## config.mk

```make
export PLATFORM = sky130hd
export DESIGN_NAME = handshake_frame_receiver
export DESIGN_NICKNAME = d
export VERILOG_FILES = /design/src/hw/rtl/hfr_pkg.sv /design/src/hw/rtl/hfr_res_fifo.sv /design/src/hw/rtl/handshake_frame_receiver.sv
export VERILOG_INCLUDE_DIRS = /design/src /design/src/hw/rtl
export SDC_FILE = /design/constraint.sdc
export NUM_CORES = 1
export LEC_CHECK = 0
export BUFFER_PORTS_ARGS = -buffer_cell sky130_fd_sc_hd__buf_2
export CORE_MARGIN = 2
export CORE_UTILIZATION = 51
export CTS_CLUSTER_DIAMETER = 80
export DETAILED_ROUTE_END_ITERATION = 7
export PLACE_DENSITY_LB_ADDON = 0.08
export SLEW_MARGIN = 20
export SYNTH_ARGS = -nofsm -noshare
export SYNTH_HDL_FRONTEND = slang
export SYNTH_SLANG_ARGS = --single-unit
```

## constraint.sdc

```tcl
create_clock -name clk -period 4.91 [get_ports clk]
set_input_delay 0.491 -clock clk [delete_from_list [all_inputs] [get_ports clk]]
set_output_delay 0.491 -clock clk [all_outputs]
set_load 0.02 [all_outputs]
```

## src/hw/rtl/handshake_frame_receiver_assert.svh

```systemverilog
// Assertion macros used by the frame receiver RTL.
`ifndef HANDSHAKE_FRAME_RECEIVER_ASSERT_SVH
`define HANDSHAKE_FRAME_RECEIVER_ASSERT_SVH

// Same-cycle implication, sampled on clk and disabled while rst_n is low.
`define HFR_ASSERT_NOW(lbl, ante, cons, msg) \
  lbl: assert property (@(posedge clk) disable iff (!rst_n) (ante) |-> (cons)) \
    else $error(msg);

// Next-cycle implication, sampled on clk and disabled while rst_n is low.
`define HFR_ASSERT_NEXT(lbl, ante, cons, msg) \
  lbl: assert property (@(posedge clk) disable iff (!rst_n) (ante) |=> (cons)) \
    else $error(msg);

`endif

```

## src/hw/rtl/hfr_pkg.sv

```systemverilog
// Types and constants shared by the frame receiver modules.
`default_nettype none

package hfr_pkg;

  typedef struct packed {
    logic [1:0] command;
    logic [7:0] rx_data;
    logic       consumer_busy;
  } hfr_in_t;

  typedef struct packed {
    logic        tx_valid;
    logic [7:0]  tx_byte;
    logic        wr_valid;
    logic        wr_bank;
    logic [11:0] wr_addr;
    logic [7:0]  wr_data;
    logic        frame_done;
    logic        swapped;
    logic        transmit_bank;
    logic [31:0] fail_count;
    logic        busy_res;
    logic        last;
  } hfr_out_t;

  // Result queue: an abort pushes two transactions at once.
  localparam int unsigned RES_DEPTH = 4;
  localparam int unsigned RES_PTR_W = 2;
  localparam int unsigned RES_CNT_W = 3;

endpackage

`default_nettype wire

```

## src/hw/rtl/hfr_res_fifo.sv

```systemverilog
// Four-entry queue: one or two results in per cycle, one out unless stalled.
`default_nettype none

module hfr_res_fifo (
  input  wire logic             clk,
  input  wire logic             rst_n,
  input  wire logic             push,
  input  wire logic             push_two,
  input  wire hfr_pkg::hfr_out_t wdata0,
  input  wire hfr_pkg::hfr_out_t wdata1,
  output logic                  out_valid,
  input  wire logic             out_stall,
  output hfr_pkg::hfr_out_t     out_data,
  output logic [2:0]            count
);
  import hfr_pkg::*;

  hfr_out_t               mem_r [RES_DEPTH];
  logic [RES_PTR_W-1:0]   wr_ptr_r, wr_ptr_nxt;
  logic [RES_PTR_W-1:0]   rd_ptr_r, rd_ptr_nxt;
  logic [RES_CNT_W-1:0]   cnt_r, cnt_nxt;
  logic [RES_PTR_W-1:0]   wr_ptr_p1;
  logic                   pop;

  assign out_valid = (cnt_r != '0);
  assign out_data  = mem_r[rd_ptr_r];
  assign count     = cnt_r;
  assign pop       = out_valid && !out_stall;
  assign wr_ptr_p1 = wr_ptr_r + RES_PTR_W'(1);

  always_comb begin
    wr_ptr_nxt = wr_ptr_r + RES_PTR_W'(push) + RES_PTR_W'(push_two);
    rd_ptr_nxt = rd_ptr_r + RES_PTR_W'(pop);
    cnt_nxt    = cnt_r + RES_CNT_W'(push) + RES_CNT_W'(push_two) - RES_CNT_W'(pop);
  end

  always_ff @(posedge clk) begin
    if (!rst_n) begin
      wr_ptr_r <= '0;
      rd_ptr_r <= '0;
      cnt_r    <= '0;
    end else begin
      wr_ptr_r <= wr_ptr_nxt;
      rd_ptr_r <= rd_ptr_nxt;
      cnt_r    <= cnt_nxt;
    end
  end

  always_ff @(posedge clk) begin
    if (push) begin
      mem_r[wr_ptr_r] <= wdata0;
    end
    if (push_two) begin
      mem_r[wr_ptr_p1] <= wdata1;
    end
  end

endmodule

`default_nettype wire

```

## src/hw/rtl/handshake_frame_receiver.sv

```systemverilog
// Top level of the handshake frame receiver: request/receive sequencing and result queue.
//
//  Channel | Direction | Handshake            | Payload
//  --------+-----------+----------------------+---------------------------
//  in_     | input     | in_valid / in_stall  | hfr_in_t  (command, byte)
//  out_    | output    | out_valid / out_stall| hfr_out_t (tx, write, status)
//  cfg_    | input     | cfg_we               | cfg_addr, cfg_wdata
//
// A transaction is registered on entry and processed from that register once the
// result queue has room; its results are written into the queue and offered from there.
// One transaction is taken per cycle while the result queue has room.
// An abort yields two results; a four-entry result queue absorbs them and
// processing only waits when fewer than two queue slots are free.
// Reset is synchronous and returns the phase to idle and registers to defaults.
`default_nettype none
`include "handshake_frame_receiver_assert.svh"

module handshake_frame_receiver #(
  parameter int unsigned MAX_FRAME_BYTES = 4096
) (
  input  wire logic           clk,
  input  wire logic           rst_n,
  input  wire logic           in_valid,
  output logic                in_stall,
  input  wire hfr_pkg::hfr_in_t in_data,
  output logic                out_valid,
  input  wire logic           out_stall,
  output hfr_pkg::hfr_out_t   out_data,
  input  wire logic           cfg_we,
  input  wire logic [1:0]     cfg_addr,
  input  wire logic [21:0]    cfg_wdata
);
  import hfr_pkg::*;

  localparam logic [1:0] PH_IDLE = 2'd0;
  localparam logic [1:0] PH_REQ  = 2'd1;
  localparam logic [1:0] PH_RECV = 2'd2;

  localparam logic [1:0] CMD_START = 2'd0;
  localparam logic [1:0] CMD_BYTE  = 2'd1;
  localparam logic [1:0] CMD_TICK  = 2'd2;
  localparam logic [1:0] CMD_SWAP  = 2'd3;

  localparam logic [1:0] CFG_FRAME_LENGTH    = 2'd0;
  localparam logic [1:0] CFG_REQUEST_TIMEOUT = 2'd1;
  localparam logic [1:0] CFG_ABORT_TIMEOUT   = 2'd2;

  localparam logic [7:0]  CH_REQ    = 8'h72;
  localparam logic [7:0]  CH_START  = 8'h73;
  localparam logic [7:0]  CH_FAIL   = 8'h66;
  localparam logic [21:0] TIMER_MAX = 22'h3FFFFF;
  localparam int unsigned LEN_W     = 13;

  // Configuration registers.
  logic [LEN_W-1:0] frame_length_r;
  logic [21:0]      request_timeout_r;
  logic [21:0]      abort_timeout_r;

  // Input register.
  hfr_in_t          in_item_r;
  logic             in_vld_r, in_vld_nxt;
  logic             in_acc;
  logic             adv;

  // Sequencer state.
  logic [1:0]       phase_r, phase_nxt, phase_eff;
  logic [LEN_W-1:0] byte_count_r, byte_count_nxt, byte_inc, eff_len;
  logic [21:0]      wait_timer_r, wait_timer_nxt, timer_inc;
  logic [31:0]      failures_r, failures_nxt;
  logic             receive_bank_r, receive_bank_nxt;

  hfr_out_t         res0, res1;
  logic             abort;
  logic [2:0]       q_count;
  logic             q_room;

  assign q_room   = (q_count <= 3'(RES_DEPTH - 2));
  assign adv      = in_vld_r && q_room;
  assign in_stall = in_vld_r && !q_room;
  assign in_acc   = in_valid && !in_stall;

  always_comb begin
    in_vld_nxt = in_vld_r;
    if (in_acc) begin
      in_vld_nxt = 1'b1;
    end else if (adv) begin
      in_vld_nxt = 1'b0;
    end
  end

  always_comb begin
    if (frame_length_r == '0) begin
      eff_len = LEN_W'(1);
    end else if (32'(frame_length_r) > MAX_FRAME_BYTES) begin
      eff_len = LEN_W'(MAX_FRAME_BYTES);
    end else begin
      eff_len = frame_length_r;
    end
  end

  assign phase_eff = ((phase_r == PH_REQ) || (phase_r == PH_RECV)) ? phase_r : PH_IDLE;
  assign byte_inc  = byte_count_r + LEN_W'(1);
  assign timer_inc = (wait_timer_r != TIMER_MAX) ? (wait_timer_r + 22'd1) : wait_timer_r;

  always_comb begin
    phase_nxt        = phase_eff;
    byte_count_nxt   = byte_count_r;
    wait_timer_nxt   = wait_timer_r;
    failures_nxt     = failures_r;
    receive_bank_nxt = receive_bank_r;
    abort            = 1'b0;
    res0             = '0;

    case (in_item_r.command)
      CMD_START: begin
        if (phase_eff == PH_IDLE) begin
          res0.tx_valid  = 1'b1;
          res0.tx_byte   = CH_REQ;
          phase_nxt      = PH_REQ;
          wait_timer_nxt = '0;
        end
      end
      CMD_BYTE: begin
        if (phase_eff == PH_REQ) begin
          res0.tx_valid  = 1'b1;
          wait_timer_nxt = '0;
          if (in_item_r.rx_data == CH_REQ) begin
            res0.tx_byte   = CH_START;
            phase_nxt      = PH_RECV;
            byte_count_nxt = '0;
          end else begin
            res0.tx_byte = CH_REQ;
          end
        end else if (phase_eff == PH_RECV) begin
          res0.wr_valid  = 1'b1;
          res0.wr_bank   = receive_bank_r;
          res0.wr_addr   = byte_count_r[11:0];
          res0.wr_data   = in_item_r.rx_data;
          byte_count_nxt = byte_inc;
          if (byte_inc >= eff_len) begin
            res0.frame_done = 1'b1;
            phase_nxt       = PH_IDLE;
            byte_count_nxt  = '0;
            wait_timer_nxt  = '0;
          end
        end
      end
      CMD_TICK: begin
        if (phase_eff == PH_REQ) begin
          wait_timer_nxt = timer_inc;
          if (timer_inc > request_timeout_r) begin
            res0.tx_valid  = 1'b1;
            res0.tx_byte   = CH_REQ;
            wait_timer_nxt = '0;
          end
        end else if (phase_eff == PH_RECV) begin
          wait_timer_nxt = timer_inc;
          if (timer_inc > abort_timeout_r) begin
            abort          = 1'b1;
            res0.tx_valid  = 1'b1;
            res0.tx_byte   = CH_FAIL;
            failures_nxt   = failures_r + 32'd1;
            phase_nxt      = PH_REQ;
            byte_count_nxt = '0;
            wait_timer_nxt = '0;
          end
        end
      end
      CMD_SWAP: begin
        if (!in_item_r.consumer_busy) begin
          receive_bank_nxt = ~receive_bank_r;
          res0.swapped     = 1'b1;
        end
      end
      default: begin
        phase_nxt = phase_eff;
      end
    endcase

    // Status fields show the state after this transaction in every result.
    res0.transmit_bank = ~receive_bank_nxt;
    res0.fail_count    = failures_nxt;
    res0.busy_res      = (phase_nxt == PH_REQ) || (phase_nxt == PH_RECV);
    res0.last          = !abort;

    // The request that follows an abort.
    res1               = '0;
    res1.tx_valid      = 1'b1;
    res1.tx_byte       = CH_REQ;
    res1.transmit_bank = res0.transmit_bank;
    res1.fail_count    = res0.fail_count;
    res1.busy_res      = res0.busy_res;
    res1.last          = 1'b1;
  end

  always_ff @(posedge clk) begin
    if (!rst_n) begin
      frame_length_r    <= LEN_W'(4096);
      request_timeout_r <= 22'd2000000;
      abort_timeout_r   <= 22'd100000;
      in_vld_r          <= 1'b0;
      phase_r           <= PH_IDLE;
      byte_count_r      <= '0;
      wait_timer_r      <= '0;
      failures_r        <= '0;
      receive_bank_r    <= 1'b1;
    end else begin
      in_vld_r <= in_vld_nxt;
      if (adv) begin
        phase_r        <= phase_nxt;
        byte_count_r   <= byte_count_nxt;
        wait_timer_r   <= wait_timer_nxt;
        failures_r     <= failures_nxt;
        receive_bank_r <= receive_bank_nxt;
      end
      if (cfg_we) begin
        case (cfg_addr)
          CFG_FRAME_LENGTH:    frame_length_r    <= cfg_wdata[LEN_W-1:0];
          CFG_REQUEST_TIMEOUT: request_timeout_r <= cfg_wdata;
          CFG_ABORT_TIMEOUT:   abort_timeout_r   <= cfg_wdata;
          default: begin
            frame_length_r <= frame_length_r;
          end
        endcase
      end
    end
  end

  always_ff @(posedge clk) begin
    if (in_acc) begin
      in_item_r <= in_data;
    end
  end

  hfr_res_fifo u_res_fifo (
    .clk       (clk),
    .rst_n     (rst_n),
    .push      (adv),
    .push_two  (adv && abort),
    .wdata0    (res0),
    .wdata1    (res1),
    .out_valid (out_valid),
    .out_stall (out_stall),
    .out_data  (out_data),
    .count     (q_count)
  );

  `HFR_ASSERT_NOW(a_queue_room, adv, q_count <= 3'(RES_DEPTH - 2), "result queue overrun")
  `HFR_ASSERT_NOW(a_abort_first_fail, adv && abort, res0.tx_byte == CH_FAIL, "abort without fail")
  `HFR_ASSERT_NEXT(a_done_to_idle, adv && res0.frame_done, phase_r == PH_IDLE, "frame end not idle")
  `HFR_ASSERT_NOW(a_idle_timer_clear, phase_r == PH_IDLE, wait_timer_r == '0, "timer live in idle")

endmodule

`default_nettype wire

```

# Word level (Yosys, flattened, before mapping)
# Memory sizes are Yosys's and may differ from the RTL's. A register that Yosys moved wholly into a read port is not among the register bits.
# Index checks and enable logic that the tools add are counted.
dict set report classes {
  addsub 10
  n_lt_le_gt_ge 5
  n_eq_ne 21
  muxes 61
  bitwise_logic 2
  reduce_logical 24
}
# cell count
set ops {}
lappend ops {{2-to-1 mux 22 bit} 9}
lappend ops {{2-to-1 mux 32 bit} 4}
lappend ops {{2-to-1 mux 13 bit} 9}
lappend ops {{2-to-1 mux 23 bit} 3}
lappend ops {{case mux 22 bit (3 select lines)} 1}
lappend ops {{2-to-1 mux 9 bit} 6}
lappend ops {{> comparator 22 bit} 2}
lappend ops {{adder 32 x 1 -> 32 bit (second input constant)} 1}
lappend ops {{case mux 9 bit (3 select lines)} 1}
lappend ops {{case mux 13 bit (2 select lines)} 1}
lappend ops {{adder 22 x 1 -> 22 bit (second input constant)} 1}
lappend ops {{!= test 22 bit (second input constant)} 1}
lappend ops {{2-to-1 mux 2 bit} 10}
lappend ops {{2-to-1 mux 1 bit} 16}
lappend ops {{adder 13 x 1 -> 13 bit (second input constant)} 1}
lappend ops {{>= comparator 13 bit} 1}
lappend ops {{> comparator 13 bit (second input constant)} 1}
lappend ops {{zero test 13 bit} 1}
lappend ops {{== test 2 bit (second input constant)} 6}
lappend ops {{!= test 3 bit (second input constant)} 4}
lappend ops {{== test 2 x 1 -> 1 bit (second input constant)} 5}
lappend ops {{== test 8 x 7 -> 1 bit (second input constant)} 1}
lappend ops {{!= test 2 bit (second input constant)} 4}
lappend ops {{AND reduction 7 bit} 1}
lappend ops {{15 further kinds} 33}
dict set report word_totals {
  ff_bits 146
  ram_bits 272
  output_inout_bits 70
  mem_count 1
}
# memory words width read_ports rd_clocked_by_memory_dff wr line
set memory_table {}
lappend memory_table {u_res_fifo.mem_r 4 68 1 1 2 hfr_res_fifo.sv:18} ;# hfr_out_t mem_r [RES_DEPTH];

# Logic depth before layout (Yosys ltp)
# Gate-level depths: netlist of the first run.
dict set report depth {
  depth_word 10
  mapped_depth 23
  ltp_nobuf 18
}

# Cells and area by module
# Synthesis of the first run repeated with hierarchy kept, for this count alone.
dict set report hier_totals {
  cells_unflattened 1770
  hier_area_um2 21888.5
}
# mod instances cells_each area_per_inst_um2 seq_area_each_um2
set by_module_without_submodules {}
lappend by_module_without_submodules {hfr_res_fifo 1 698 13499.2 8308.0}
lappend by_module_without_submodules {handshake_frame_receiver 1 1072 8389.3 2892.8}

# Least setup slack after synthesis of the first run
# Ideal clock, no wire load.
dict set report synth_path {
  path_type {flip-flop to flip-flop}
  from {register wait_timer_r[8]}
  to {register u_res_fifo.cnt_r[2] (netlist: u_res_fifo.count[2])}
  arrival_ns 4.716
  required_ns 4.782
  path_slack_ns 0.066
  stages_incl_launch_ff 24
  n_path_buf 5
  synth_period_minus_slack_ns 4.844
  path_cell_list {dfxtp_1 clkbuf_1 nand4_1 nor4_1 nand2b_1 clkbuf_1 or3_1 clkbuf_1 nor2_1 xor2_1 ha_1 nand4_2 nor4_2 o31a_2 or3_1 buf_2 clkbuf_1 nand2_1 xor2_1 ha_1 o21bai_1 fa_1 xor2_1 nor2_1}
}
dict set report synth_via {
  elab_chain_cells 10
}
# element line
set synth_lines {}
lappend synth_lines {{start: declaration} handshake_frame_receiver.sv:68} ;# logic [21:0] wait_timer_r, wait_timer_nxt, timer_inc;
lappend synth_lines {{start signal: assignment} handshake_frame_receiver.sv:212} ;# wait_timer_r <= wait_timer_nxt;
lappend synth_lines {{adder 22 x 1 -> 22 bit / != test 22 bit (equally long branches)} handshake_frame_receiver.sv:103} ;# assign timer_inc = (wait_timer_r != TIMER_MAX) ? (wait_timer_r + 22'd1) : wait_timer_r;
lappend synth_lines {{2-to-1 mux 22 bit (*)} handshake_frame_receiver.sv:103}
lappend synth_lines {{> comparator 22 bit (*)} handshake_frame_receiver.sv:158} ;# if (timer_inc > abort_timeout_r) begin
lappend synth_lines {{2-to-1 mux 1 bit (*)} handshake_frame_receiver.sv:158}
lappend synth_lines {{2-to-1 mux 1 bit (*)} handshake_frame_receiver.sv:156} ;# end else if (phase_eff == PH_RECV) begin
lappend synth_lines {{2-to-1 mux 1 bit (*)} handshake_frame_receiver.sv:149} ;# if (phase_eff == PH_REQ) begin
lappend synth_lines {{2-to-1 mux 1 bit (*)} handshake_frame_receiver.sv:114} ;# case (in_item_r.command)
lappend synth_lines {{logical AND 1 bit (*)} handshake_frame_receiver.sv:239} ;# .push_two (adv && abort),
lappend synth_lines {{adder 3 x 1 -> 3 bit (*)} hfr_res_fifo.sv:34} ;# cnt_nxt = cnt_r + RES_CNT_W'(push) + RES_CNT_W'(push_two) - RES_CNT_W'(pop);
lappend synth_lines {{subtractor 3 x 1 -> 3 bit (*)} hfr_res_fifo.sv:34}
lappend synth_lines {{end signal: assignment} hfr_res_fifo.sv:45} ;# cnt_r <= cnt_nxt;
lappend synth_lines {{end: declaration} hfr_res_fifo.sv:21} ;# logic [RES_CNT_W-1:0] cnt_r, cnt_nxt;
# Every way passes the cells marked *; elsewhere a longest branch is shown, timed or not.
# A chain may end at the register's enable or synchronous reset.

# Worst setup path after layout of the first run
# Ends and elaborated chain as after synthesis.

==> key figures, run 1 <==
Outcome
  – Status: finished, final reports clean

Critical path
  – Crit path max fanout: 8
  – Critical Path AT: 4.99 ns
  – Reg-to-reg slack, setup: 0.33 ns
  – Slowest-stage cell, CP: or4_1
  – WP data required: 5.33 ns
  – Crit Path Category: flip-flop to flip-flop
  – CP max stage delay: 0.60 ns
  – Startpoint types: flip-flop
  – CP cell instances: nand4_1 > nor4_1 > buf_4 > a311oi_1 > buf_4 > nand3_1 > xnor2_1 > ha_1 > nand4_1 > or4_1 > nor3_2 > nor3_1 > nand2_1 > xor2_1 > ha_1 > o21bai_1 > fa_1 > xor2_1 > nor2_1
  – FF-to-FF End: u_res_fifo.count[2]$_SDFF_PN0_
  – R2R Path Start: wait_timer_r[8]$_SDFFE_PN0P_
  – Worst reg-to-reg path cell count: 19
  – Crit. End Element: flip-flop
  – CP Buf/Inv Count: 2
  – CP delay by family, top: simple AND/OR/NAND/NOR gates

Timing
  – Post-route minimum period: 4.58 ns
  – Final period utilization: 93.2%
  – Fmax: 219 MHz
  – Worst-case headroom to the max-slew limit: 27.3%
  – Max-slew violations: 0
  – Fin. Hold Viols: 0
  – # setup viols final: 0
  – Worst Skew: 0.0231 ns
  – Worst slew pin tran: 1.09 ns

Worst hold path
  – Hold-critical path endpoint: in_item_r[0]$_DFFE_PP_
  – Hold Path Class: input pin to flip-flop
  – Hold_sp: in_data[0]
  – Hold depth: 1

Detailed routing
  – Via Count: 14.2k
  – Antenna-violating nets left: 0
  – DRC viols: 0
  – DR vias/cell: 5.76
  – Drt pass-1 iters: 5
  – Initial DRC Count: 926
  – WL per Instance: 19.0 um
  – Total Routed Length: 46.9 mm

Pwr
  – Pwr Density: 393 nW/um2
  – Logic pwr share: 17.8%
  – Switching Fraction: 28.0%
  – P_sw: 2320 uW
  – LEAKAGE: 0.00733 uW
  – Int Power: 5990 uW
  – Clock share of power: 37.1%
  – Total power: 8310 uW
  – Flop pwr share: 45.1%
  – VDD IR max: 0.268 mV

GRT
  – Gr usage total: 24.6%
  – Largest net degree at the start of global routing: 46
  – First-pass GRT wire length: 75.1 mm
  – Vias in the first global route: 13.8k
  – Initial antenna violation count: 2
  – GRT Residual Overflow: 0

Floorplan
  – Die Area: 38100 um2
  – Chip height: 195 um
  – I/O pin cnt: 110
  – Core area: 36300 um2
  – Chip width: 195 um
  – Cell Rows: 70
  – Starting Density: 51.4%

Clock tree
  – Post-CTS Hold Buffers: 0
  – Clock slew at reported path FFs: 0.06 ns
  – Root buffer cell: clkbuf_16
  – Max H-tree Level: 2
  – CTS Buffer Depth: 3
  – TritonCTS Buffers: 43
  – TritonCTS clock tree: done
  – Clk sink count: 398
  – Clock latency on the worst-skew pair: 0.56 ns

Placement
  – Gpl congestion: 0.887
  – Hpwl dp: 30.8 mm
  – IO buf count: 107
  – Cells after DPL: 2384

Final layout
  – Layout area overhead: 13.5%
  – Post-route non-filler standard cell count: 2468
  – Nets: 2073
  – Layout cells sized above 1: 15.7%
  – Final Util: 58.4%

Synthesis
  – Synthesized flop and latch total: 398
  – Seq/Total Area, Yosys: 50.6%
  – Synth unique cells: 72
  – Share of the synthesized area in the top cell type: 27.0%
  – Syn Inst Count: 1881
  – Ys async rst share: 0%
  – EDFF count, synth: 147
  – Largest area contributor in the netlist: dfxtp_1
  – Leading post-synthesis cells by cell area: dfxtp_1 (27%), edfxtp_1 (24%), mux4_2 (7.6%), nand2_1 (6.5%), ha_1 (4.6%)
  – Synth Flop Type: dfxtp_1
  – Mean Syn Cell Area: 9.91 um2
  – Yosys warns: 0
  – Synth Cell Area: 18600 um2

Job
  – Max-cap viol count: 0
-- stage by stage --
step	setup slack [ns]	setup TNS (ns)	area (um2)	hold slack (ns)
finish	0.334	0	21200	0.118
global route	-0.128	-0.188	21200	0.0972
CTS	0.283	0	21100	0.0938
detailed placement	0.358	0	19800	0.439
global placement	0.426	0	19800	0.428
floorplan	0.0662	0	18600	0.420
-- cells in the final DEF, fill, tap and decap left out, types with 15 or more instances in the layout --
master,n
dfxtp_1,249
nor4_1,26
nand3_1,35
buf_4,44
buf_2,107
mux4_2,63
a21oi_1,87
xor2_1,28
clkbuf_1,16
or3_1,15
ha_1,68
o21ai_0,129
nand2_1,323
nand4_1,41
clkbuf_16,44
and3_1,23
o211ai_1,28
xnor2_1,54
inv_1,66
nor2_1,198
edfxtp_1,147
nor3_1,27
-- synth_stat cells, types with 7 or more instances --
| cell type | number |
|---|---|
| and2_1 | 8 |
| o211ai_1 | 28 |
| nor3_1 | 27 |
| and3_1 | 23 |
| buf_1 | 9 |
| mux4_2 | 63 |
| nor2_1 | 199 |
| edfxtp_1 | 147 |
| nor2b_1 | 8 |
| buf_2 | 23 |
| nand2b_1 | 7 |
| a31oi_1 | 8 |
| nor4_1 | 27 |
| xnor2_1 | 54 |
| o21a_1 | 7 |
| xor2_1 | 28 |
| inv_1 | 66 |
| o21ai_0 | 129 |
| nand3_1 | 35 |
| a311oi_1 | 11 |
| a22o_1 | 13 |
| ha_1 | 69 |
| a21oi_1 | 87 |
| clkbuf_1 | 83 |
| nand2_1 | 324 |
| dfxtp_1 | 251 |
| or3_1 | 16 |
| nand4_1 | 41 |
-- what timing repair did --
action / CTS / global route
setup endpoints to repair: 0 / 60
buffers inserted: 0 / 2
gates resized for setup: 0 / 1
-- registers in the layout, summed over array words and instances, names as in the netlist, 3 cells and up --
signal             cells
request_timeout_r     22
in_item_r             11
u_res_fifo.count       3
frame_length_r        13
abort_timeout_r       22
failures_r            32
wait_timer_r          22
byte_count_r          13
u_res_fifo.mem_r     252
-- power by group through the flow --
stage / combinational [uW] / sequential (uW) / clock, uW
after global placement: 1480 / 3820 / 0
after floorplan: 1120 / 3710 / 0
after global routing: 1580 / 3780 / 3290
final: 1480 / 3750 / 3090
after detailed placement: 1490 / 3820 / 0
after CTS: 1500 / 3750 / 3150
-- logic make-up (layout without fill, tap and decap cells) --
group           count (synthesis)  after routing  share of synthesized area (%)
simple gates                  742            742                           17.8
flops                         398            398                           50.6
xor+xnor                       82             82                           3.85
buf+inv                       191            307                           4.24
compound gates                330            330                           10.9
mux                            67             67                           7.83
other cells                     1              4                         0.0201
fa+ha+maj                      70             70                           4.74
-- worst max-delay path by stage --
stage,start,to,slack [ns],depth (start not counted)
global route,wait_timer_r[8]$_SDFFE_PN0P_,u_res_fifo.count[2]$_SDFF_PN0_,-0.13,19
finish,wait_timer_r[8]$_SDFFE_PN0P_,u_res_fifo.count[2]$_SDFF_PN0_,0.33,19
floorplan,wait_timer_r[8]$_SDFFE_PN0P_,u_res_fifo.count[2]$_SDFF_PN0_,0.07,23
CTS,wait_timer_r[0]$_SDFFE_PN0P_,u_res_fifo.mem_r[3][26]$_DFFE_PP_,0.28,15
detailed placement,wait_timer_r[0]$_SDFFE_PN0P_,u_res_fifo.mem_r[3][26]$_DFFE_PP_,0.36,15
global placement,wait_timer_r[8]$_SDFFE_PN0P_,u_res_fifo.count[2]$_SDFF_PN0_,0.43,19
-- area by class of cell --
class / count / area, um2
Inverter: 67 / 251
Clock inverter: 15 / 110
Multi-Input combinational cell: 1293 / 8490
Sequential cell: 398 / 9440
Clock buffer: 65 / 1230
Antenna cell: 2 / 5.00
Tap cell: 468 / 586
Fill cell: 3154 / 15100
Timing Repair Buffer: 160 / 1050
-- metal layers --
layer	up-vias	part of all wire, %	global-route usage [%]
met2	375	48	41.6
li1	6846	-	-
met5	-	0	0
met4	0	1.2	5.34
met3	44	4.9	3.06
met1	6960	45	34.0
Power figures use the tool's default switching activity.
==> run 2: changes to the inputs <==
--- a/config.mk
+++ b/config.mk
@@ -6,11 +6,12 @@
 export SDC_FILE = /design/constraint.sdc
 export NUM_CORES = 1
 export LEC_CHECK = 0
-export BUFFER_PORTS_ARGS = -buffer_cell sky130_fd_sc_hd__buf_2
+export ABC_AREA = 1
 export CORE_MARGIN = 2
 export CORE_UTILIZATION = 51
 export CTS_CLUSTER_DIAMETER = 80
 export DETAILED_ROUTE_END_ITERATION = 7
+export DONT_BUFFER_PORTS = 1
 export PLACE_DENSITY_LB_ADDON = 0.08
 export SLEW_MARGIN = 20
 export SYNTH_ARGS = -nofsm -noshare
==> run 2 against run 1 <==
Compared with the run above:
- worst hold slack got worse by 0.078 ns
- cell area fell by 1.4%
- clock power fell by 3%
- first-iteration DRC count rose by 12%
- sequential cell count did not move
- non-clock buffer count fell by 116
- total power rose by 11%
- synthesized area rose by 2.4%
- setup slack improved by 0.18 ns
- global-route usage rose by 1.7 points
==> key figures, run 2 <==
Final layout
  – Fill cells: 3368 (+6.8%)
  – Layout cells sized above 1: 5.86% (-9.9 points)
  – Commonest non-fill, non-tap cell in the layout: nor2_1
  – Reg with most FFs: u_res_fifo.mem_r
  – Top Registers: u_res_fifo.mem_r (252), failures_r (32)
  – Most frequent cells in the layout: nor2_1 (348), nand2_1 (328), dfxtp_1 (249), inv_1 (220), o21ai_0 (220)
  – Max FFs per register: 252 (unchanged)
  – Layout area overhead: 9.25%
  – Post-route non-filler standard cell count: 2754 (+12%)
  – Nets: 2363 (+14%)

Placement
  – Cells after DPL: 2666 (+12%)
  – Gpl congestion: 0.876 (-1.2%)
  – Pre-CTS setup slack: 0.538 ns (+0.180 ns)
  – Hpwl dp: 32.4 mm (+5.2%)
  – IO buf count: 0 (-100%)

Timing
  – # setup viols final: 0 (unchanged)
  – Sum Neg Setup Slack: 0 ns (unchanged)
  – Fmax: 227 MHz (+4.1%)
  – Post-route minimum period: 4.40 ns (-0.180 ns)
  – Fin. Hold Viols: 0 (unchanged)
  – Max-slew violations: 0 (unchanged)
  – Final period utilization: 89.5% (-3.7 points)
  – Hold WS: 0.0398 ns (-0.0782 ns)
  – Worst-case headroom to the max-slew limit: 31.4% (+4.1 points)
  – Worst Skew: 0.0168 ns (-0.00633 ns)
  – Final WS setup: 0.514 ns (+0.180 ns)
  – RSZ-0062 raised after global routing: false
  – Worst slew pin tran: 1.03 ns (-0.0594 ns)

Pwr
  – Flop pwr share: 42.2% (-2.9 points)
  – VDD IR max: 0.269 mV (+0.32%)
  – Pwr Density: 441 nW/um2 (+12%)
  – LEAKAGE: 0.00857 uW (+17%)
  – Int Power: 5930 uW (-0.93%)
  – Switching Fraction: 35.5% (+7.6 points)
  – P_sw: 3270 uW (+41%)
  – Clock share of power: 32.6% (-4.5 points)
  – Logic pwr share: 25.2% (+7.4 points)

Synthesis
  – Synth Cell Area: 19100 um2 (+2.4%)
  – Synthesized flop and latch total: 398 (unchanged)
  – Leading post-synthesis cells by cell area: dfxtp_1 (26%), edfxtp_1 (23%), nor2_1 (6.8%), nand2_1 (6.4%), o21ai_0 (5.8%)
  – EDFF count, synth: 147 (unchanged)
  – Synth Flop Type: dfxtp_1
  – Mean Syn Cell Area: 8.35 um2 (-16%)
  – Share of the synthesized area in the top cell type: 26.3% (-0.64 points)
  – Count leader, synth: nor2_1
  – Seq/Total Area, Yosys: 49.4% (-1.2 points)
  – Commonest cells post-synth: nor2_1 (348), nand2_1 (328), dfxtp_1 (251), inv_1 (221), o21ai_0 (220)
  – Yosys warns: 0 (unchanged)
  – Ys async rst share: 0% (unchanged)
  – Syn Inst Count: 2287 (+22%)
  – Synth unique cells: 46 (-36%)
  – Largest area contributor in the netlist: dfxtp_1

GRT
  – Initial antenna violation count: 1 (-1)
  – Gr usage total: 26.3% (+1.7 points)
  – First-pass GRT wire length: 80.9 mm (+7.7%)
  – Vias in the first global route: 14.8k (+7.6%)
  – Largest net degree at the start of global routing: 79 (+72%)
  – GRT Residual Overflow: 0 (unchanged)

Floorplan
  – Chip height: 198 um (+1.2%)
  – Die Area: 39000 um2 (+2.4%)
  – Chip width: 198 um (+1.2%)
  – Core area: 36800 um2 (+1.4%)
  – Starting Density: 51.9% (+0.51 points)
  – I/O pin cnt: 110 (unchanged)
  – Cell Rows: 70 (unchanged)

Critical path
  – Crit path max fanout: 8 (unchanged)
  – Crit Path Category: flip-flop to flip-flop
  – Most used cell, CP: nand2_1
  – Crit. End Element: flip-flop
  – Startpoint types: flip-flop
  – Slowest-stage cell, CP: nor4_1
  – WP data required: 5.34 ns (about the same)
  – Critical Path AT: 4.82 ns (-0.17 ns)
  – CP max stage delay: 0.47 ns (-0.13 ns)
  – CP cell instances: ha_1 > nand3_1 > nor4_1 > xnor2_1 > nand2_1 > ha_1 > nand2_1 > nor2_1 > nand2_1 > nor2_1 > nand2_1 > nand3_2 > nand3_2 > nor2_4 > nand2_1 > xor2_1 > ha_1 > o21bai_1 > fa_1 > xor2_1 > nor2_1

Clock tree
  – TritonCTS Buffers: 42 (-2.3%)
  – Clk sink count: 398 (unchanged)
  – Post-CTS Setup Repair Bufs: 0 (unchanged)
  – Clock slew at reported path FFs: 0.06 ns (about the same)
  – Root buffer cell: clkbuf_16
  – CTS Buffer Depth: 3 (unchanged)
  – Max H-tree Level: 2 (unchanged)
  – Clock latency on the worst-skew pair: 0.57 ns (about the same)
  – TritonCTS clock tree: done
  – Post-CTS sizing: 0 (unchanged)

Detailed routing
  – Drt pass-1 iters: 5 (unchanged)
  – Initial DRC Count: 1038 (+12%)
  – Antenna-violating nets left: 0 (unchanged)
  – Via Count: 15.5k (+8.8%)
  – WL per Instance: 18.4 um (-3.3%)
  – DRC viols: 0 (unchanged)
  – Total Routed Length: 50.7 mm (+8.0%)
  – DR vias/cell: 5.62 (-2.5%)

Outcome
  – Status: finished, final reports clean

Worst hold path
  – Hold Path Class: input pin to flip-flop

Job
  – Max-cap viol count: 0 (unchanged)
-- run 2: power by group through the flow --
stage	registers, uW	clock network (uW)	logic (uW)
after floorplan	3840	0	1850
after global placement	3950	0	2310
after detailed placement	3950	0	2330
after CTS	3880	3060	2340
after global routing	3920	3180	2550
final	3880	3000	2320
-- run 2: what timing repair did --
action | CTS | global route
endpoints found under the setup margin | 0 | 0
hold buffers | 11 | 0
hold endpoints to repair | 11 | 0
-- run 2: path summary, 6_finish.rpt --
check | to | depth (start not counted) | from | slack [ns]
setup / recovery | u_res_fifo.count[2]$_SDFF_PN0_ | 21 | wait_timer_r[0]$_SDFFE_PN0P_ | 0.51
hold / removal | abort_timeout_r[16]$_SDFFE_PN1P_ | 1 | rst_n | 0.04
setup reg to reg | u_res_fifo.count[2]$_SDFF_PN0_ | 21 | wait_timer_r[0]$_SDFFE_PN0P_ | 0.51
hold reg to reg | u_res_fifo.mem_r[2][35]$_SDFFE_PP0P_ | 2 | u_res_fifo.mem_r[2][35]$_SDFFE_PP0P_ | 0.46
-- run 2: per-layer routing --
metal,wire (um),vias to the layer above,GRT usage (%),part of all wire [%]
met4,1630,0,9.30,3.2
met3,2520,93,4.20,5.0
met5,0,-,0,0
met1,22300,7314,33.9,44
met2,24200,407,44.9,48
li1,-,7667,-,-
-- run 2: stage by stage --
step / power (uW) / util [%] / cell area [um2]
after CTS: 9290 / 56.7 / 20900
after global routing: 9650 / 56.7 / 20900
after floorplan: 5690 / - / 19100
after global placement: 6250 / 52.9 / 19500
final: 9200 / 56.7 / 20900
after detailed placement: 6290 / 52.9 / 19500
-- run 2: kinds of logic (layout without fill, tap and decap cells) --
family / after synthesis / after routing / synth area share [%]
simple gates: 861 / 861 / 19.2
compound gates: 546 / 546 / 16.8
flops: 398 / 398 / 49.4
buf+inv: 359 / 356 / 7.53
fa+ha+maj: 70 / 70 / 4.63
xor+xnor: 51 / 51 / 2.34
other cells: 1 / 3 / 0.0196
mux: 1 / 1 / 0.0524
-- run 2: layout make-up --
| class | count | area (um2) | area share (%) |
|---|---|---|---|
| Inverter | 236 | 887 | 4.25 |
| Clock inverter | 11 | 57.6 | 0.276 |
| Tap cell | 468 | 586 | 2.81 |
| Multi-Input combinational cell | 1531 | 8250 | 39.5 |
| Clock buffer | 65 | 1220 | 5.84 |
| Timing Repair Buffer | 44 | 420 | 2.01 |
| Sequential cell | 398 | 9440 | 45.3 |
| Antenna cell | 1 | 2.50 | 0.0120 |
-- run 2: worst max-delay path: cells and delay by family, from the launching register on --
| family | cells | cell delay, ns |
|---|---|---|
| fa+ha+maj | 4 | 1.15 |
| flops | 1 | 0.40 |
| xor+xnor | 3 | 0.51 |
| simple gates | 13 | 2.04 |
| compound gates | 1 | 0.16 |
==> run 3: changes to the inputs <==
--- a/config.mk
+++ b/config.mk
@@ -6,7 +6,6 @@
 export SDC_FILE = /design/constraint.sdc
 export NUM_CORES = 1
 export LEC_CHECK = 0
-export ABC_AREA = 1
 export CORE_MARGIN = 2
 export CORE_UTILIZATION = 51
 export CTS_CLUSTER_DIAMETER = 80
==> run 3 against run 2 <==
Compared with the run above:
- clock power is 9.3% higher
- cell area shrank 0.72%
- first-iteration DRC count shrank 13%
- die area is 2.3% lower
- sequential share of layout area increased by 0.33 points
- sequential power fell by 3%
- total power is 9.5% lower
- count of clock-buffer cells in the layout is 4 lower
- final cell count decreased by 14%
- largest power group unchanged
==> key figures, run 3 (synthesized netlist as in run 1, its figures left out) <==
Outcome
  – Status: finished, final reports clean

Pwr
  – Flop pwr share: 45.3% (+3.1 points)
  – VDD IR max: 0.282 mV (+5.2%)
  – Clock share of power: 39.4% (+6.8 points)
  – Pwr Density: 402 nW/um2 (-8.9%)
  – Int Power: 6020 uW (+1.5%)
  – Logic pwr share: 15.3% (-9.9 points)
  – P_sw: 2300 uW (-30%)
  – Switching Fraction: 27.7% (-7.9 points)
  – LEAKAGE: 0.00689 uW (-20%)

Worst hold path
  – Hold depth: 1 (unchanged)
  – Hold_sp: rst_n
  – Hold-critical path endpoint: frame_length_r[12]$_SDFFE_PN1P_
  – Hold Path Class: input pin to flip-flop

Timing
  – Fin. Hold Viols: 0 (unchanged)
  – Post-route minimum period: 4.53 ns (+0.131 ns)
  – Fmax: 221 MHz (-2.9%)
  – Worst slew pin tran: 1.03 ns (-0.000296 ns)
  – Worst Skew: 0.0104 ns (-0.00636 ns)
  – Sum Neg Setup Slack: 0 ns (unchanged)
  – Hold WS: 0.0307 ns (-0.00907 ns)
  – Max-slew violations: 0 (unchanged)
  – RSZ-0062 raised after global routing: false
  – Final period utilization: 92.2% (+2.7 points)
  – Worst-case headroom to the max-slew limit: 31.3% (-0.14 points)
  – # setup viols final: 0 (unchanged)

Detailed routing
  – Drt pass-1 iters: 7 (+2)
  – Initial DRC Count: 904 (-13%)
  – DRC viols: 0 (unchanged)
  – Via Count: 13.6k (-12%)
  – DR vias/cell: 5.78 (+2.7%)
  – Total Routed Length: 45.8 mm (-9.6%)
  – WL per Instance: 19.4 um (+5.7%)
  – Antenna-violating nets left: 0 (unchanged)

Clock tree
  – Max H-tree Level: 2 (unchanged)
  – Post-CTS Setup Repair Bufs: 0 (unchanged)
  – Root buffer cell: clkbuf_16
  – Clock slew at reported path FFs: 0.07 ns (about the same)
  – TritonCTS Buffers: 43 (+2.4%)
  – Clk sink count: 398 (unchanged)
  – TritonCTS clock tree: done
  – CTS Buffer Depth: 3 (unchanged)
  – Clock latency on the worst-skew pair: 0.55 ns (-0.02 ns)

Critical path
  – R2R Path Start: wait_timer_r[1]$_SDFFE_PN0P_
  – Startpoint types: flip-flop
  – Crit Path Category: flip-flop to flip-flop
  – Worst reg-to-reg path cell count: 18 (-14%)
  – WP data required: 5.31 ns (-0.03 ns)
  – Crit path max fanout: 6 (-2)
  – Critical Path AT: 4.93 ns (+0.11 ns)
  – Crit. End Element: flip-flop
  – Reg-to-reg slack, setup: 0.38 ns (-0.13 ns)
  – FF-to-FF End: u_res_fifo.count[2]$_SDFF_PN0_

Placement
  – Hpwl dp: 29.8 mm (-7.9%)
  – Gpl congestion: 0.831 (-5.1%)
  – IO buf count: 0 (unchanged)
  – Cells after DPL: 2275 (-15%)

GRT
  – GRT Max-Usage Layer: met2
  – Met2 GRT Util: 41.1% (-3.8 points)
  – Initial antenna violation count: 2 (+1)
  – Vias in the first global route: 13.4k (-9.8%)
  – GRT Residual Overflow: 0 (unchanged)
  – Gr usage total: 24.4% (-1.9 points)
  – Met1 Usage GRT: 33.6% (-0.26 points)
  – Largest net degree at the start of global routing: 88 (+11%)
  – Met3 Use GR: 3.78% (-0.42 points)
  – First-pass GRT wire length: 74.1 mm (-8.5%)

Final layout
  – Top Registers: u_res_fifo.mem_r (252), failures_r (32)
  – Reg with most FFs: u_res_fifo.mem_r
  – Post-route non-filler standard cell count: 2355 (-14%)
  – Max FFs per register: 252 (unchanged)
  – Final Util: 57.1% (+0.41 points)
  – Most frequent cells in the layout: nand2_1 (323), dfxtp_1 (249), nor2_1 (198), edfxtp_1 (147), o21ai_0 (129)
  – Fill cells: 3215 (-4.5%)
  – Layout area overhead: 11.1%
  – Nets: 1962 (-17%)
  – Layout cells sized above 1: 11.3% (+5.5 points)
  – Commonest non-fill, non-tap cell in the layout: nand2_1

Floorplan
  – Die Area: 38100 um2 (-2.3%)
  – Cell Rows: 70 (unchanged)
  – Starting Density: 51.4% (-0.51 points)
  – I/O pin cnt: 110 (unchanged)
  – Chip width: 195 um (-1.2%)
  – Core area: 36300 um2 (-1.4%)
  – Chip height: 195 um (-1.2%)

Job
  – Max-cap viol count: 0 (unchanged)
run 3: changes by cell type in the layout (fill, tap and decap cells not counted), sizes merged, moves of 43 or more:
cell / change
a22o: -75
inv: -164
o22ai: -62
o21ai: -93
mux4: +63
a21oi: -60
nor2: -162
xnor2: +43
nand3: -49
run 3: power groups by stage:
stage               Sequential, uW  Clock, uW  Combinational (uW)
floorplan                     3710          0                1120
global placement              3840          0                1290
detailed placement            3850          0                1300
CTS                           3780       3350                1300
global route                  3810       3480                1370
finish                        3770       3280                1280
run 3: timing repair:
item                                    4_1_cts  5_1_grt
endpoints found under the setup margin        0        2
resized for setup                             0        1
hold buffers                                  0        0
run 3: routing by layer:
layer / vias to the layer above / wire, um
li1: 6620 / -
met1: 6604 / 20600
met2: 324 / 22100
met3: 52 / 2360
met4: 2 / 671
met5: - / 16
run 3: stage by stage:
| step | worst slack (ns) | instance area (um2) | power, uW |
|---|---|---|---|
| after floorplan | 0.0662 | 18600 | 4830 |
| after global placement | 0.455 | 19200 | 5130 |
| after detailed placement | 0.348 | 19300 | 5140 |
| after CTS | 0.316 | 20700 | 8420 |
| after global routing | 0.0457 | 20700 | 8660 |
| final | 0.383 | 20700 | 8330 |
run 3: worst max-delay path by stage:
| stage | cells past startpoint | end | startpoint | slack, ns |
|---|---|---|---|---|
| after floorplan | 23 | u_res_fifo.count[2]$_SDFF_PN0_ | wait_timer_r[8]$_SDFFE_PN0P_ | 0.07 |
| after global placement | 18 | u_res_fifo.count[2]$_SDFF_PN0_ | wait_timer_r[8]$_SDFFE_PN0P_ | 0.45 |
| after detailed placement | 18 | u_res_fifo.count[2]$_SDFF_PN0_ | wait_timer_r[8]$_SDFFE_PN0P_ | 0.35 |
| after CTS | 18 | u_res_fifo.count[2]$_SDFF_PN0_ | wait_timer_r[8]$_SDFFE_PN0P_ | 0.32 |
| after global routing | 18 | u_res_fifo.count[2]$_SDFF_PN0_ | wait_timer_r[1]$_SDFFE_PN0P_ | 0.05 |
| final | 18 | u_res_fifo.count[2]$_SDFF_PN0_ | wait_timer_r[1]$_SDFFE_PN0P_ | 0.38 |
run 3: worst max-delay path, cell delays in order, from the launching register on:
cell and delay [ns]:
dfxtp_1 0.41, ha_1 0.30, and3_1 0.28, nand2b_1 0.10, or3_1 0.43, nor2_1 0.18, xor2_1 0.28, ha_1 0.19
nand4_2 0.13, or4_1 0.61, nor3_2 0.28, nor3_1 0.09, nand2_1 0.11, xor2_1 0.08, ha_1 0.17, o21bai_1 0.16
fa_1 0.38, xor2_1 0.16, nor2_1 0.05
run 3: layout make-up:
cell class	instances	area (um2)	share of cell area (%)
Sequential cell	398	9440	45.6
Timing Repair Buffer	49	493	2.38
Tap cell	468	586	2.83
Antenna cell	1	2.50	0.0121
Inverter	67	251	1.21
Clock inverter	18	203	0.978
Multi-Input combinational cell	1293	8490	41.0
Clock buffer	61	1240	6.01
